===== src/rtl/assert_macros.svh =====
// Assertion macros used by the resize tap/weight RTL.
`ifndef ASSERT_MACROS_SVH
`define ASSERT_MACROS_SVH
`ifndef SYNTHESIS
// Property checked on every rising clock edge outside reset.
`define RTPW_ASSERT(lbl, clk, rst_n, prop, msg) \
  lbl: assert property (@(posedge clk) disable iff (!rst_n) (prop)) else $error(msg);
// Same-cycle implication, checked outside reset.
`define RTPW_ASSERT_IMP(lbl, clk, rst_n, ante, cons, msg) \
  lbl: assert property (@(posedge clk) disable iff (!rst_n) (ante) |-> (cons)) else $error(msg);
// Next-cycle implication, checked outside reset.
`define RTPW_ASSERT_NXT(lbl, clk, rst_n, ante, cons, msg) \
  lbl: assert property (@(posedge clk) disable iff (!rst_n) (ante) |=> (cons)) else $error(msg);
`else
`define RTPW_ASSERT(lbl, clk, rst_n, prop, msg)
`define RTPW_ASSERT_IMP(lbl, clk, rst_n, ante, cons, msg)
`define RTPW_ASSERT_NXT(lbl, clk, rst_n, ante, cons, msg)
`endif
`endif


===== src/rtl/rtpw_pkg.sv =====
// Package: widths, register indexes and defaults for the resize tap/weight generator.
package rtpw_pkg;

  localparam int IDX_W   = 12;
  localparam int SCALE_W = 24;
  localparam int LEN_W   = 13;
  localparam int CHAN_W  = 5;
  localparam int OFS_W   = 16;
  localparam int WGT_W   = 12;
  localparam int PROD_W  = IDX_W + 1 + SCALE_W;   // (2*i+1)*scale, Q17
  localparam int FRAC_W  = 17;                    // Q16 fraction incl. 1.0
  localparam int POSI_W  = PROD_W - 17;           // floor of Q17 position
  localparam int CIDX_W  = 2;

  localparam int COEF_BITS_DEF = 11;

  localparam logic [CIDX_W-1:0] REG_SCALE = 2'd0;
  localparam logic [CIDX_W-1:0] REG_LEN   = 2'd1;
  localparam logic [CIDX_W-1:0] REG_CHAN  = 2'd2;

  localparam logic [SCALE_W-1:0] SCALE_RST = 24'd65536;
  localparam logic [LEN_W-1:0]   LEN_RST   = 13'd2;
  localparam logic [CHAN_W-1:0]  CHAN_RST  = 5'd1;

  localparam logic [FRAC_W-1:0] FRAC_ONE = 17'd65536;
  localparam logic [FRAC_W-1:0] HALF_Q16 = 17'd32768;

endpackage


===== src/rtl/resize_tap_position_weight_gen_top.sv =====
// Top level: bilinear resize tap position and weight generator, one axis.
//
// Usage:
//   Input: pulse start with in_dest_index; a request is taken at every edge
//   where start is high and busy is low. busy is tied low: one request can
//   enter every clock, back to back.
//   Output: out_valid strobes for one cycle with out_source_offset,
//   out_weight_left, out_weight_right and out_pick_left. The receiver cannot
//   stall, so there is no backpressure and nothing ever waits.
//   Pipeline: three register stages; throughput is one request per
//   cycle. The stages are the 13x24 scale multiply, the floor/clamp of
//   the Q17 position, and the offset multiply plus rounding.
//   Config: cfg_we writes cfg_wdata into register cfg_index (0 scale,
//   1 source length, 2 channel count); unknown indexes are dropped. Write
//   only while no request is in flight.
//   Reset (sync, active low) clears the pipeline valids and loads scale 1.0,
//   source length 2, one channel. No clearing pass is needed.
`include "assert_macros.svh"
module resize_tap_position_weight_gen_top #(
  parameter int COEF_BITS = rtpw_pkg::COEF_BITS_DEF
) (
  input  logic                            clk,
  input  logic                            rst_n,
  input  logic                            start,
  output logic                            busy,
  input  logic [rtpw_pkg::IDX_W-1:0]      in_dest_index,
  output logic                            out_valid,
  output logic [rtpw_pkg::OFS_W-1:0]      out_source_offset,
  output logic [rtpw_pkg::WGT_W-1:0]      out_weight_left,
  output logic [rtpw_pkg::WGT_W-1:0]      out_weight_right,
  output logic                            out_pick_left,
  input  logic                            cfg_we,
  input  logic [rtpw_pkg::CIDX_W-1:0]     cfg_index,
  input  logic [rtpw_pkg::SCALE_W-1:0]    cfg_wdata
);
  import rtpw_pkg::*;

  // max weight the right/left outputs can show
  localparam int WMAX = (COEF_BITS >= 12) ? 4095 : (1 << COEF_BITS);

  // ---------------- configuration registers ----------------
  logic [SCALE_W-1:0] scale_r;
  logic [LEN_W-1:0]   len_r;
  logic [CHAN_W-1:0]  chan_r;

  always_ff @(posedge clk) begin
    if (!rst_n) begin
      scale_r <= SCALE_RST;
      len_r   <= LEN_RST;
      chan_r  <= CHAN_RST;
    end else if (cfg_we) begin
      unique case (cfg_index)
        REG_SCALE: scale_r <= cfg_wdata;
        REG_LEN:   len_r   <= cfg_wdata[LEN_W-1:0];
        REG_CHAN:  chan_r  <= cfg_wdata[CHAN_W-1:0];
        default:   ;
      endcase
    end
  end

  // never holds a request off
  assign busy = 1'b0;

  logic req_acc;
  assign req_acc = start && !busy;

  // ---------------- stage 1: (2*i+1) * scale, Q17 ----------------
  logic              s1_vld_r;
  logic [PROD_W-1:0] s1_prod_r;
  logic [PROD_W-1:0] s1_prod_nxt;

  assign s1_prod_nxt = PROD_W'({in_dest_index, 1'b1}) * PROD_W'(scale_r);

  always_ff @(posedge clk) begin
    if (!rst_n) begin
      s1_vld_r <= 1'b0;
    end else begin
      s1_vld_r <= req_acc;
    end
  end

  always_ff @(posedge clk) begin
    if (req_acc) begin
      s1_prod_r <= s1_prod_nxt;
    end
  end

  // ---------------- stage 2: minus 0.5, floor, clamp ----------------
  logic              s2_vld_r;
  logic [LEN_W-1:0]  s2_pos_r;
  logic [FRAC_W-1:0] s2_frac_r;
  logic [LEN_W-1:0]  s2_pos_nxt;
  logic [FRAC_W-1:0] s2_frac_nxt;
  logic [PROD_W-1:0] diff;
  logic              neg;
  logic [POSI_W-1:0] pos_i;
  logic [LEN_W-1:0]  border_m1;

  assign neg       = s1_prod_r < PROD_W'(FRAC_ONE);
  assign diff      = s1_prod_r - PROD_W'(FRAC_ONE);
  assign pos_i     = diff[PROD_W-1:17];
  // short sources behave as two samples
  assign border_m1 = (len_r < LEN_W'(2)) ? LEN_W'(1) : len_r - LEN_W'(1);

  always_comb begin
    s2_pos_nxt  = '0;
    s2_frac_nxt = '0;
    if (!neg) begin
      s2_pos_nxt  = LEN_W'(pos_i);
      s2_frac_nxt = {1'b0, diff[16:1]};
    end
    // right border: pin to the last pair, full weight on the right sample
    if (!neg && (POSI_W'(border_m1) <= pos_i)) begin
      s2_pos_nxt  = border_m1 - LEN_W'(1);
      s2_frac_nxt = FRAC_ONE;
    end
  end

  always_ff @(posedge clk) begin
    if (!rst_n) begin
      s2_vld_r <= 1'b0;
    end else begin
      s2_vld_r <= s1_vld_r;
    end
  end

  always_ff @(posedge clk) begin
    if (s1_vld_r) begin
      s2_pos_r  <= s2_pos_nxt;
      s2_frac_r <= s2_frac_nxt;
    end
  end

  // ---------------- stage 3: offset, weights, nearest flag ----------------
  localparam int OM_W = LEN_W + CHAN_W;

  logic [OM_W-1:0]  ofs_full;
  logic [OFS_W-1:0] ofs_nxt;
  logic [WGT_W-1:0] wl_nxt;
  logic [WGT_W-1:0] wr_nxt;
  logic [FRAC_W-1:0] inv_frac;

  assign ofs_full = OM_W'(s2_pos_r) * OM_W'(chan_r);
  assign ofs_nxt  = (ofs_full > OM_W'(16'hFFFF)) ? {OFS_W{1'b1}} : OFS_W'(ofs_full);
  assign inv_frac = FRAC_ONE - s2_frac_r;

  rtpw_weight #(.COEF_BITS(COEF_BITS)) u_wgt_left (
    .w_q16  (inv_frac),
    .weight (wl_nxt)
  );

  rtpw_weight #(.COEF_BITS(COEF_BITS)) u_wgt_right (
    .w_q16  (s2_frac_r),
    .weight (wr_nxt)
  );

  always_ff @(posedge clk) begin
    if (!rst_n) begin
      out_valid <= 1'b0;
    end else begin
      out_valid <= s2_vld_r;
    end
  end

  always_ff @(posedge clk) begin
    if (s2_vld_r) begin
      out_source_offset <= ofs_nxt;
      out_weight_left   <= wl_nxt;
      out_weight_right  <= wr_nxt;
      out_pick_left     <= (s2_frac_r <= HALF_Q16);
    end
  end

  // ---------------- checks ----------------
  `RTPW_ASSERT_NXT(a_pipe_adv, clk, rst_n, s2_vld_r, out_valid, "stage 2 request lost")
  `RTPW_ASSERT_IMP(a_pick_dom, clk, rst_n, out_valid && out_pick_left, out_weight_left >= out_weight_right, "nearest flag disagrees with weights")
  `RTPW_ASSERT_IMP(a_wgt_max, clk, rst_n, out_valid, (32'(out_weight_left) <= WMAX) && (32'(out_weight_right) <= WMAX), "weight above full scale")
  `RTPW_ASSERT_IMP(a_edge_frac, clk, rst_n, s2_vld_r, (s2_frac_r <= FRAC_ONE) && (s2_pos_r < border_m1), "clamped position out of range")

endmodule


===== src/rtl/rtpw_weight.sv =====
// Rounds a Q16 weight to COEF_BITS, saturating at the 12-bit output range.
module rtpw_weight #(
  parameter int COEF_BITS = rtpw_pkg::COEF_BITS_DEF
) (
  input  logic [rtpw_pkg::FRAC_W-1:0] w_q16,
  output logic [rtpw_pkg::WGT_W-1:0]  weight
);
  import rtpw_pkg::*;

  localparam int SW = FRAC_W + COEF_BITS + 1;
  localparam int RW = SW - 16;

  logic [SW-1:0] sum_w;
  logic [RW-1:0] rnd;

  // round half up: (w * 2^COEF_BITS + 2^15) >> 16
  assign sum_w = (SW'(w_q16) << COEF_BITS) + SW'(HALF_Q16);
  assign rnd   = sum_w[SW-1:16];

  always_comb begin
    if (32'(rnd) > 32'd4095) begin
      weight = {WGT_W{1'b1}};
    end else begin
      weight = WGT_W'(rnd);
    end
  end

endmodule


===== config.mk =====
export PLATFORM = sky130hd
export DESIGN_NAME = resize_tap_position_weight_gen_top
export DESIGN_NICKNAME = d
export VERILOG_FILES = /design/src/rtl/rtpw_pkg.sv /design/src/rtl/resize_tap_position_weight_gen_top.sv /design/src/rtl/rtpw_weight.sv
export VERILOG_INCLUDE_DIRS = /design/src /design/src/rtl
export SDC_FILE = /design/constraint.sdc
export NUM_CORES = 1
export LEC_CHECK = 0
export ABC_AREA = 1
export BUFFER_PORTS_ARGS = -buffer_cell sky130_fd_sc_hd__buf_2
export CORE_ASPECT_RATIO = 2
export CORE_UTILIZATION = 50
export CTS_CLUSTER_SIZE = 16
export DETAILED_ROUTE_END_ITERATION = 12
export PLACE_DENSITY = 0.73
export SLEW_MARGIN = 20
export SYNTH_ARGS = -nofsm -noshare
export SYNTH_HDL_FRONTEND = slang
export SYNTH_SLANG_ARGS = --single-unit

===== constraint.sdc =====
create_clock -name clk -period 6.6 [get_ports clk]
set_input_delay 0.99 -clock clk [delete_from_list [all_inputs] [get_ports clk]]
set_output_delay 0.99 -clock clk [all_outputs]
set_load 0.05 [all_outputs]

==> results of run 1 <==
-- synthesized netlist by cell type (all sizes together) --
cell / number / area share
nand2: 695 / 0.13
inv: 685 / 0.13
fa: 275 / 0.27
nor2: 187 / 0.041
ha: 127 / 0.079
edfxtp: 107 / 0.16
nand3: 105 / 0.029
a21oi: 81 / 0.020
o21ai: 74 / 0.019
clkbuf: 65 / 0.012
xor2: 54 / 0.025
dfxtp: 45 / 0.045
nand4: 21 / 0.0065
xnor2: 15 / 0.0065
nor3: 11 / 0.0027
nand3b: 9 / 0.0034
a21o: 7 / 0.0026
buf: 7 / 0.0034
a31oi: 5 / 0.0016
nor4: 5 / 0.0016
o21bai: 5 / 0.0019
o211ai: 4 / 0.0015
a211oi: 2 / 0.00075
a21boi: 2 / 0.00075
and3: 2 / 0.00062
clkinv: 2 / 0.00037
conb: 1 / 0.00019
nand2b: 1 / 0.00031
nor3b: 1 / 0.00037
o21a: 1 / 0.00037
o31ai: 1 / 0.00037
o41ai: 1 / 0.00044
-- worst max-delay path, stage by stage --
cell	delay, ps
buf_2	450
nand2_1	160
fa_1	580
inv_1	50
fa_1	470
fa_1	530
fa_1	540
inv_1	50
fa_1	550
inv_1	50
ha_1	370
nand2_1	140
nor2_1	240
nand2_1	110
o41ai_1	960
xor2_1	230
-- layout by cell type (no fill, tap or decap), types with 51 or more instances in the layout --
| cell | netlist | layout |
|---|---|---|
| nand2_1 | 688 | 688 |
| inv_1 | 681 | 681 |
| fa_1 | 275 | 275 |
| nor2_1 | 157 | 157 |
| ha_1 | 127 | 127 |
| edfxtp_1 | 107 | 107 |
| nand3_1 | 96 | 96 |
| buf_2 | 0 | 83 |
| a21oi_1 | 81 | 81 |
| o21ai_0 | 69 | 69 |
| xor2_1 | 51 | 51 |
-- worst paths after layout --
kind	endpoint	slack, ps	start
setup reg to reg	s1_prod_r[25]	430	scale_r[6]
hold reg to reg	len_r[11]	490	len_r[11]
hold / removal	len_r[11]	490	len_r[11]
setup / recovery	s1_prod_r[25]	250	in_dest_index[8]
-- registers in the layout, indices dropped and copies added (netlist names) --
name,count
s1_prod_r,36
scale_r,24
s2_frac_r,17
out_source_offset,16
len_r,13
s2_pos_r,13
out_weight_left,12
out_weight_right,12
chan_r,5
out_pick_left,1
out_valid,1
s1_vld_r,1
s2_vld_r,1
-- logic make-up (layout without fill, tap and decap cells) --
family	after synthesis	in the layout	share of synthesized area
fa+ha+maj	402	402	0.353
flops	152	152	0.205
simple gates	1037	1037	0.216
xor+xnor	69	69	0.0318
buf+inv	759	816	0.144
other cells	1	1	0.000187
compound gates	183	183	0.0492
-- cell type report --
type	count	area [um2]
clock inverters	15	171
flip-flops and latches	152	4120
inverters	687	2580
well taps	525	657
clock buffers	17	425
multi-input cells	1692	13100
repair buffers	97	533
fillers	3684	18000
-- per-layer routing --
metal	track usage	wire length, um	vias to the layer above
met2	0.527	29000	570
li1	-	-	7790
met5	0	0	-
met3	0.0319	2280	201
met4	0.162	3180	0
met1	0.242	16300	8014
-- report_power, final --
group	total [uW]	internal (uW)	switching, uW
clock network	999	541	458
registers	1330	1200	129
logic	2190	759	1430
-- through the flow --
stage / hold slack, ps / cells / cell area, um2 / power, uW
global placement: 483 / 3153 / 21000 / 3450
floorplan: 457 / 2603 / 20100 / 2920
global route: 533 / 3185 / 21500 / 4870
detailed placement: 484 / 3153 / 21000 / 3510
finish: 490 / 3185 / 21500 / 4520
CTS: 494 / 3185 / 21500 / 4510
==> results.yml, run 1 <==
critical_path:
  worstPathRequired_ps: 6730
  path_max_fanout: 24
  cp.arrival_ps: 6480
  end_kind: "register"
  crit_type: "primary input to register"
  startpoint_type: "primary input"
  reg2regPathDepth: 15
place:
  portBuffers: 83
  globalplace.congestion: 0.971
  pre_cts_ws_ps: 101
  dp_hpwl_um: 42200
logic_synthesis:
  syn_area_mm2: 0.0201
  synth_cell_types: 45
  ys_seq_area_frac: 0.205
  ys_warn_count: 0
  synth-seq-cells: 152
  syn_area_per_cell_um2: 7.71
  syn_inst: 2603
  syn-num-nets: 3047
clocking:
  clock-sinks: 152
  htree_levels: 4
  cts_buffers: 17
  clk_latency_ps: 450
  cts.clk_slew.worst_paths_ps: 70
  cts_setup_buffers: 0
  cts_root_buf: "clkbuf_16"
  cts_resized: 0
  cts_tree: "yes"
  cts.path.max_buffers: 2
  holdBufCountCts: 0
detailed_routing:
  vias: 16575
  routedWlPerCell_um: 15.9
  firstDrtPassIters: 6
  vias_per_cell: 5.20
  routed_wirelength_um: 50800
  drc: 0
  ant_nets: 0
  initialDrtViolationCount: 888
sta:
  rsz0062_at_grt: "no"
  hold_viol_final: 0
  period_share: 0.962
  setup_viol: 0
  fmax_ghz: 0.157
  fin_crit_ps: 6350
  slew_viol_final: 0
  max_slew_margin: 0.296
  setup_ws_ps: 249
  fin_setup_tns_ps: 0
  finClkSkew_ps: 13.4
  worst_pin_slew_ps: 1040
pwr:
  power_density_mw_per_mm2: 210
  power.leakage_uw: 0.0121
  ir_drop_mv: 0.232
status:
  status: "completed"
global_route:
  track_usage: 0.263
  overflow: 0
  grt_max_degree: 43
  grt_pass1_wl_um: 83000
  grt_pass1_vias: 17659
  antenna_found_initial: 0
die:
  die-area_mm2: 0.0410
  fp.dieW_um: 144
  io_pins: 85
  num_rows: 103
  initial_core_util: 0.507
  fp.dieH_um: 285
  core-area_mm2: 0.0396
final_layout:
  syn_to_final_growth_pct: 7.36
  fin_util: 0.545
  insertedDiodeCount: 0
  nNetsFinal: 3091
  drive_above_1_share: 0.0699
min_path:
  hp-class: "register to register"
  holdPathStages: 2
job:
  cap_violations: 0
No activity file was read; power rests on OpenSTA's default activity.
==> inputs of run 2 (changes only) <==
--- a/config.mk
+++ b/config.mk
@@ -9,10 +9,12 @@
 export ABC_AREA = 1
 export BUFFER_PORTS_ARGS = -buffer_cell sky130_fd_sc_hd__buf_2
 export CORE_ASPECT_RATIO = 2
+export CORE_MARGIN = 2
 export CORE_UTILIZATION = 50
 export CTS_CLUSTER_SIZE = 16
 export DETAILED_ROUTE_END_ITERATION = 12
 export PLACE_DENSITY = 0.73
+export REMOVE_ABC_BUFFERS = 1
 export SLEW_MARGIN = 20
 export SYNTH_ARGS = -nofsm -noshare
 export SYNTH_HDL_FRONTEND = slang
==> run 2 against run 1 <==
  * Utilization shrank 0.14 points
  * Register-to-register slack gained 250 ps
  * First-iteration DRC count shrank 15%
  * Flip-flop and latch count is the same
  * Clock power shrank 3.0%
  * Combinational power is essentially flat
  * Sequential share of layout area is essentially flat
  * Worst hold slack gained 11 ps
  * Largest cell class unchanged
  * Highest routed layer unchanged
==> results.yml, run 2 (same netlist as run 1, synthesis figures left out) <==
die:
  fp.dieH_um: 287
  fp.dieW_um: 146
  initial_core_util: 0.507
  io_pins: 85
  num_rows: 103
  die-area_mm2: 0.0419
  core-area_mm2: 0.0396
detailed_routing:
  ant_nets: 0
  routedWlPerCell_um: 16.0
  firstDrtPassIters: 5
  initialDrtViolationCount: 759
  routed_wirelength_um: 50900
  vias_per_cell: 5.19
  drc: 0
  vias: 16526
place:
  globalplace.congestion: 1.04
  dp_hpwl_um: 42700
  portBuffers: 83
  postPlaceCellArea_mm2: 0.0209
  placedCellCount: 3150
job:
  cap_violations: 0
pwr:
  ir_drop_mv: 0.218
  power.leakage_uw: 0.0121
  power_density_mw_per_mm2: 208
  total_power_uw: 4480
clocking:
  cts_root_buf: "clkbuf_16"
  cts_resized: 0
  cts.clk_slew.worst_paths_ps: 60
  htree_levels: 4
  clock-sinks: 152
  clk_latency_ps: 450
  cts_buffers: 17
  cts_setup_buffers: 0
  cts_tree: "yes"
  cts.path.max_buffers: 2
  holdBufCountCts: 0
final_layout:
  insertedDiodeCount: 0
  largest_reg_flops: 36
  syn_to_final_growth_pct: 7.08
  final_cell_mix: "688 x nand2_1, 681 x inv_1, 275 x fa_1"
  top_regs: "s1_prod_r: 36 flops, scale_r: 24 flops, s2_frac_r: 17 flops"
  final_common_cell: "nand2_1"
  drive_above_1_share: 0.0677
  fill_cells: 3657
  largest_register: "s1_prod_r"
  stdcell_count: 3182
  nNetsFinal: 3088
  finish.instance_area_mm2: 0.0215
critical_path:
  cp.arrival_ps: 6310
  worstPathRequired_ps: 6790
  path_max_fanout: 24
  crit_type: "primary input to register"
  end_kind: "register"
  startpoint_type: "primary input"
min_path:
  hp-class: "register to register"
sta:
  rsz0062_at_grt: "no"
  worst_pin_slew_ps: 888
  max_slew_margin: 0.408
  slew_viol_final: 0
  period_share: 0.927
  setup_viol: 0
  timing.hold.ws_ps: 501
  hold_viol_final: 0
  fin_crit_ps: 6120
  finClkSkew_ps: 14.4
  fmax_ghz: 0.163
  fin_setup_tns_ps: 0
global_route:
  grt_max_degree: 43
  grt_pass1_vias: 18090
  antenna_found_initial: 0
  track_usage: 0.256
  overflow: 0
  grt_pass1_wl_um: 84600
status:
  status: "completed"
run 2: cell types whose count changed in the layout (fill, tap and decap cells not counted), sizes merged:
| cell | previous run | this run |
|---|---|---|
| clkbuf | 17 | 20 |
| inv | 696 | 687 |
| buf | 97 | 94 |
| clkinv | 2 | 8 |
| clkinvlp | 3 | 2 |
| bufinv | 1 | 2 |
run 2: stage by stage:
step            util  setup slack, ps
2_1_floorplan      -             1200
3_3_place_gp   0.529              265
3_5_place_dp   0.529              190
4_1_cts        0.543              654
5_1_grt        0.543              273
6_report       0.543              480
run 2: power breakdown:
part / switching, uW / internal [uW]
Sequential: 130 / 1200
Clock: 405 / 564
Combinational: 1420 / 755
run 2: metal layers:
layer | GRT usage | part of all wire | up-vias
li1 | - | - | 7792
met4 | 0.167 | 0.072 | 0
met1 | 0.233 | 0.32 | 7927
met5 | 0 | 0 | -
met2 | 0.516 | 0.57 | 593
met3 | 0.0316 | 0.039 | 214
run 2: critical path, cell delays in order:
cell and delay, ps:
buf_2 420, nand2_1 180, fa_1 580, inv_1 50
fa_1 460, fa_1 530, fa_1 530, fa_1 490
ha_1 400, nand2_1 130, nor2_1 170, nand4_1 90
o21ai_0 570, nand4_1 410, nand2_1 190, xor2_1 80
run 2: final timing paths:
kind	from	slack, ps	end	depth (start not counted)
worst min register to register	len_r[12]	500	len_r[12]	2
worst max-delay path	in_dest_index[8]	480	s1_prod_r[31]	16
worst min-delay path	len_r[12]	500	len_r[12]	2
worst max register to register	scale_r[5]	680	s1_prod_r[31]	17
run 2: area by class of cell:
class                   instances  area, um2  area share
clock inverters                12        125     0.00582
flip-flops and latches        152       4120       0.191
well taps                     525        657      0.0306
inverters                     687       2580       0.120
multi-input cells            1692      13100       0.608
clock buffers                  20        447      0.0208
repair buffers                 94        498      0.0232
==> inputs of run 3 (changes only) <==
--- a/config.mk
+++ b/config.mk
@@ -8,7 +8,7 @@
 export LEC_CHECK = 0
 export ABC_AREA = 1
 export BUFFER_PORTS_ARGS = -buffer_cell sky130_fd_sc_hd__buf_2
-export CORE_ASPECT_RATIO = 2
+export CORE_ASPECT_RATIO = 1.25
 export CORE_MARGIN = 2
 export CORE_UTILIZATION = 50
 export CTS_CLUSTER_SIZE = 16
==> run 3 against run 2 <==
  * Clock power rose by 12%
  * Maximum frequency rose by 2.7%
  * Clock skew fell by 3.5 ps
  * Non-clock buffer count did not move
  * Critical path type unchanged
  * Largest cell class unchanged
==> results.yml, run 3 (same netlist as run 1, synthesis figures left out) <==
status:
  status: "completed"
die:
  fp.dieH_um: 228
  fp.dieW_um: 183
  num_rows: 82
  io_pins: 85
  core-area_mm2: 0.0398
  die-area_mm2: 0.0418
  initial_core_util: 0.504
sta:
  fin_crit_ps: 5960
  fmax_ghz: 0.168
  worst_pin_slew_ps: 1010
  slew_viol_final: 0
  setup_viol: 0
  period_share: 0.903
  max_slew_margin: 0.323
  finClkSkew_ps: 10.9
  rsz0062_at_grt: "no"
  hold_viol_final: 0
  fin_setup_tns_ps: 0
final_layout:
  largest_register: "s1_prod_r"
  final_common_cell: "nand2_1"
  final_cell_mix: "688 x nand2_1, 681 x inv_1, 275 x fa_1"
  nNetsFinal: 3088
  largest_reg_flops: 36
  fill_cells: 3727
  top_regs: "s1_prod_r: 36 flops, scale_r: 24 flops, s2_frac_r: 17 flops"
  insertedDiodeCount: 0
  syn_to_final_growth_pct: 7.29
  finish.instance_area_mm2: 0.0215
  drive_above_1_share: 0.0685
clocking:
  cts.path.max_buffers: 2
  clock-sinks: 152
  htree_levels: 4
  cts_resized: 0
  cts_setup_buffers: 0
  cts_tree: "yes"
  cts.clk_slew.worst_paths_ps: 60
  holdBufCountCts: 0
  cts_buffers: 17
  clk_latency_ps: 450
  cts_root_buf: "clkbuf_16"
place:
  portBuffers: 83
  dp_hpwl_um: 39400
  postPlaceCellArea_mm2: 0.0209
  globalplace.congestion: 0.968
detailed_routing:
  drc: 0
  vias_per_cell: 5.12
  ant_nets: 0
  routed_wirelength_um: 47400
  routedWlPerCell_um: 15.0
  vias: 16185
  initialDrtViolationCount: 944
  firstDrtPassIters: 7
critical_path:
  end_kind: "register"
  path_max_fanout: 24
  crit_type: "primary input to register"
  worstPathRequired_ps: 6800
  startpoint_type: "primary input"
  cp.arrival_ps: 6160
  r2r_slack_ps: 810
pwr:
  p_int_uw: 2600
  p_seq_frac: 0.292
  power.leakage_uw: 0.0121
  p_sw_frac: 0.430
  ir_drop_mv: 0.209
  power.share.combinational: 0.470
  power_switching_uw: 1970
  power_density_mw_per_mm2: 212
  p_clk_frac: 0.238
global_route:
  track_usage: 0.240
  overflow: 0
  grt_pass1_vias: 17155
  grt_max_degree: 43
  antenna_found_initial: 0
  grt_pass1_wl_um: 80400
job:
  cap_violations: 0
min_path:
  hp-class: "register to register"
-- run 3: changes by cell type in the layout (fill, tap and decap cells not counted), sizes merged --
cell      delta
bufinv       +2
clkbuf       -2
clkinv       -4
clkinvlp     -1
inv          +5
-- run 3: routing by layer --
| layer | global-route usage | wire (um) | part of all wire | up-vias |
|---|---|---|---|---|
| li1 | - | - | - | 7797 |
| met1 | 0.270 | 18300 | 0.39 | 7757 |
| met2 | 0.452 | 25000 | 0.53 | 517 |
| met3 | 0.0311 | 2460 | 0.052 | 114 |
| met4 | 0.0980 | 1620 | 0.034 | 0 |
| met5 | 0 | 0 | 0 | - |
-- run 3: area by class of cell --
type	instances	area, um2	share of cell area
Sequential cell	152	4120	0.191
Clock buffer	18	429	0.0199
Timing Repair Buffer	94	498	0.0231
Tap cell	504	631	0.0293
Inverter	687	2580	0.120
Multi-Input combinational cell	1692	13100	0.607
Clock inverter	14	211	0.00982
-- run 3: worst paths after layout --
kind,startpoint,depth (start not counted),endpoint
worst max-delay path,in_dest_index[5],20,s1_prod_r[35]
worst max register to register,scale_r[6],19,s1_prod_r[35]
worst min-delay path,len_r[11],2,len_r[11]
worst min register to register,len_r[11],2,len_r[11]
-- run 3: stage by stage --
step,hold slack (ps),worst slack [ps],utilization,power (uW),std cells
after floorplan,457,1200,-,2900,2531
after CTS,500,692,0.541,4580,3161
after global routing,541,403,0.541,4960,3161
after detailed placement,490,228,0.525,3480,3129
after global placement,482,309,0.525,3420,3129
final,503,643,0.541,4570,3161
-- run 3: worst max-delay path, stage by stage --
cell and delay [ps]:
buf_2 410, nand2_1 150, fa_1 600, fa_1 440
fa_1 500, inv_1 60, fa_1 530, inv_1 50
fa_1 520, inv_1 40, ha_1 330, nand2_1 120
nor2_1 190, nand4_1 140, o21ai_0 490, nand2_1 100
nand2_1 190, nand3_1 120, nand3_1 90, nand2_1 50
-- run 3: power groups by stage --
stage | clock network (uW) | logic (uW) | registers, uW
after floorplan | 0 | 1560 | 1340
after global placement | 0 | 2080 | 1350
after detailed placement | 0 | 2130 | 1350
after CTS | 1100 | 2150 | 1330
after global routing | 1130 | 2480 | 1350
final | 1090 | 2150 | 1330
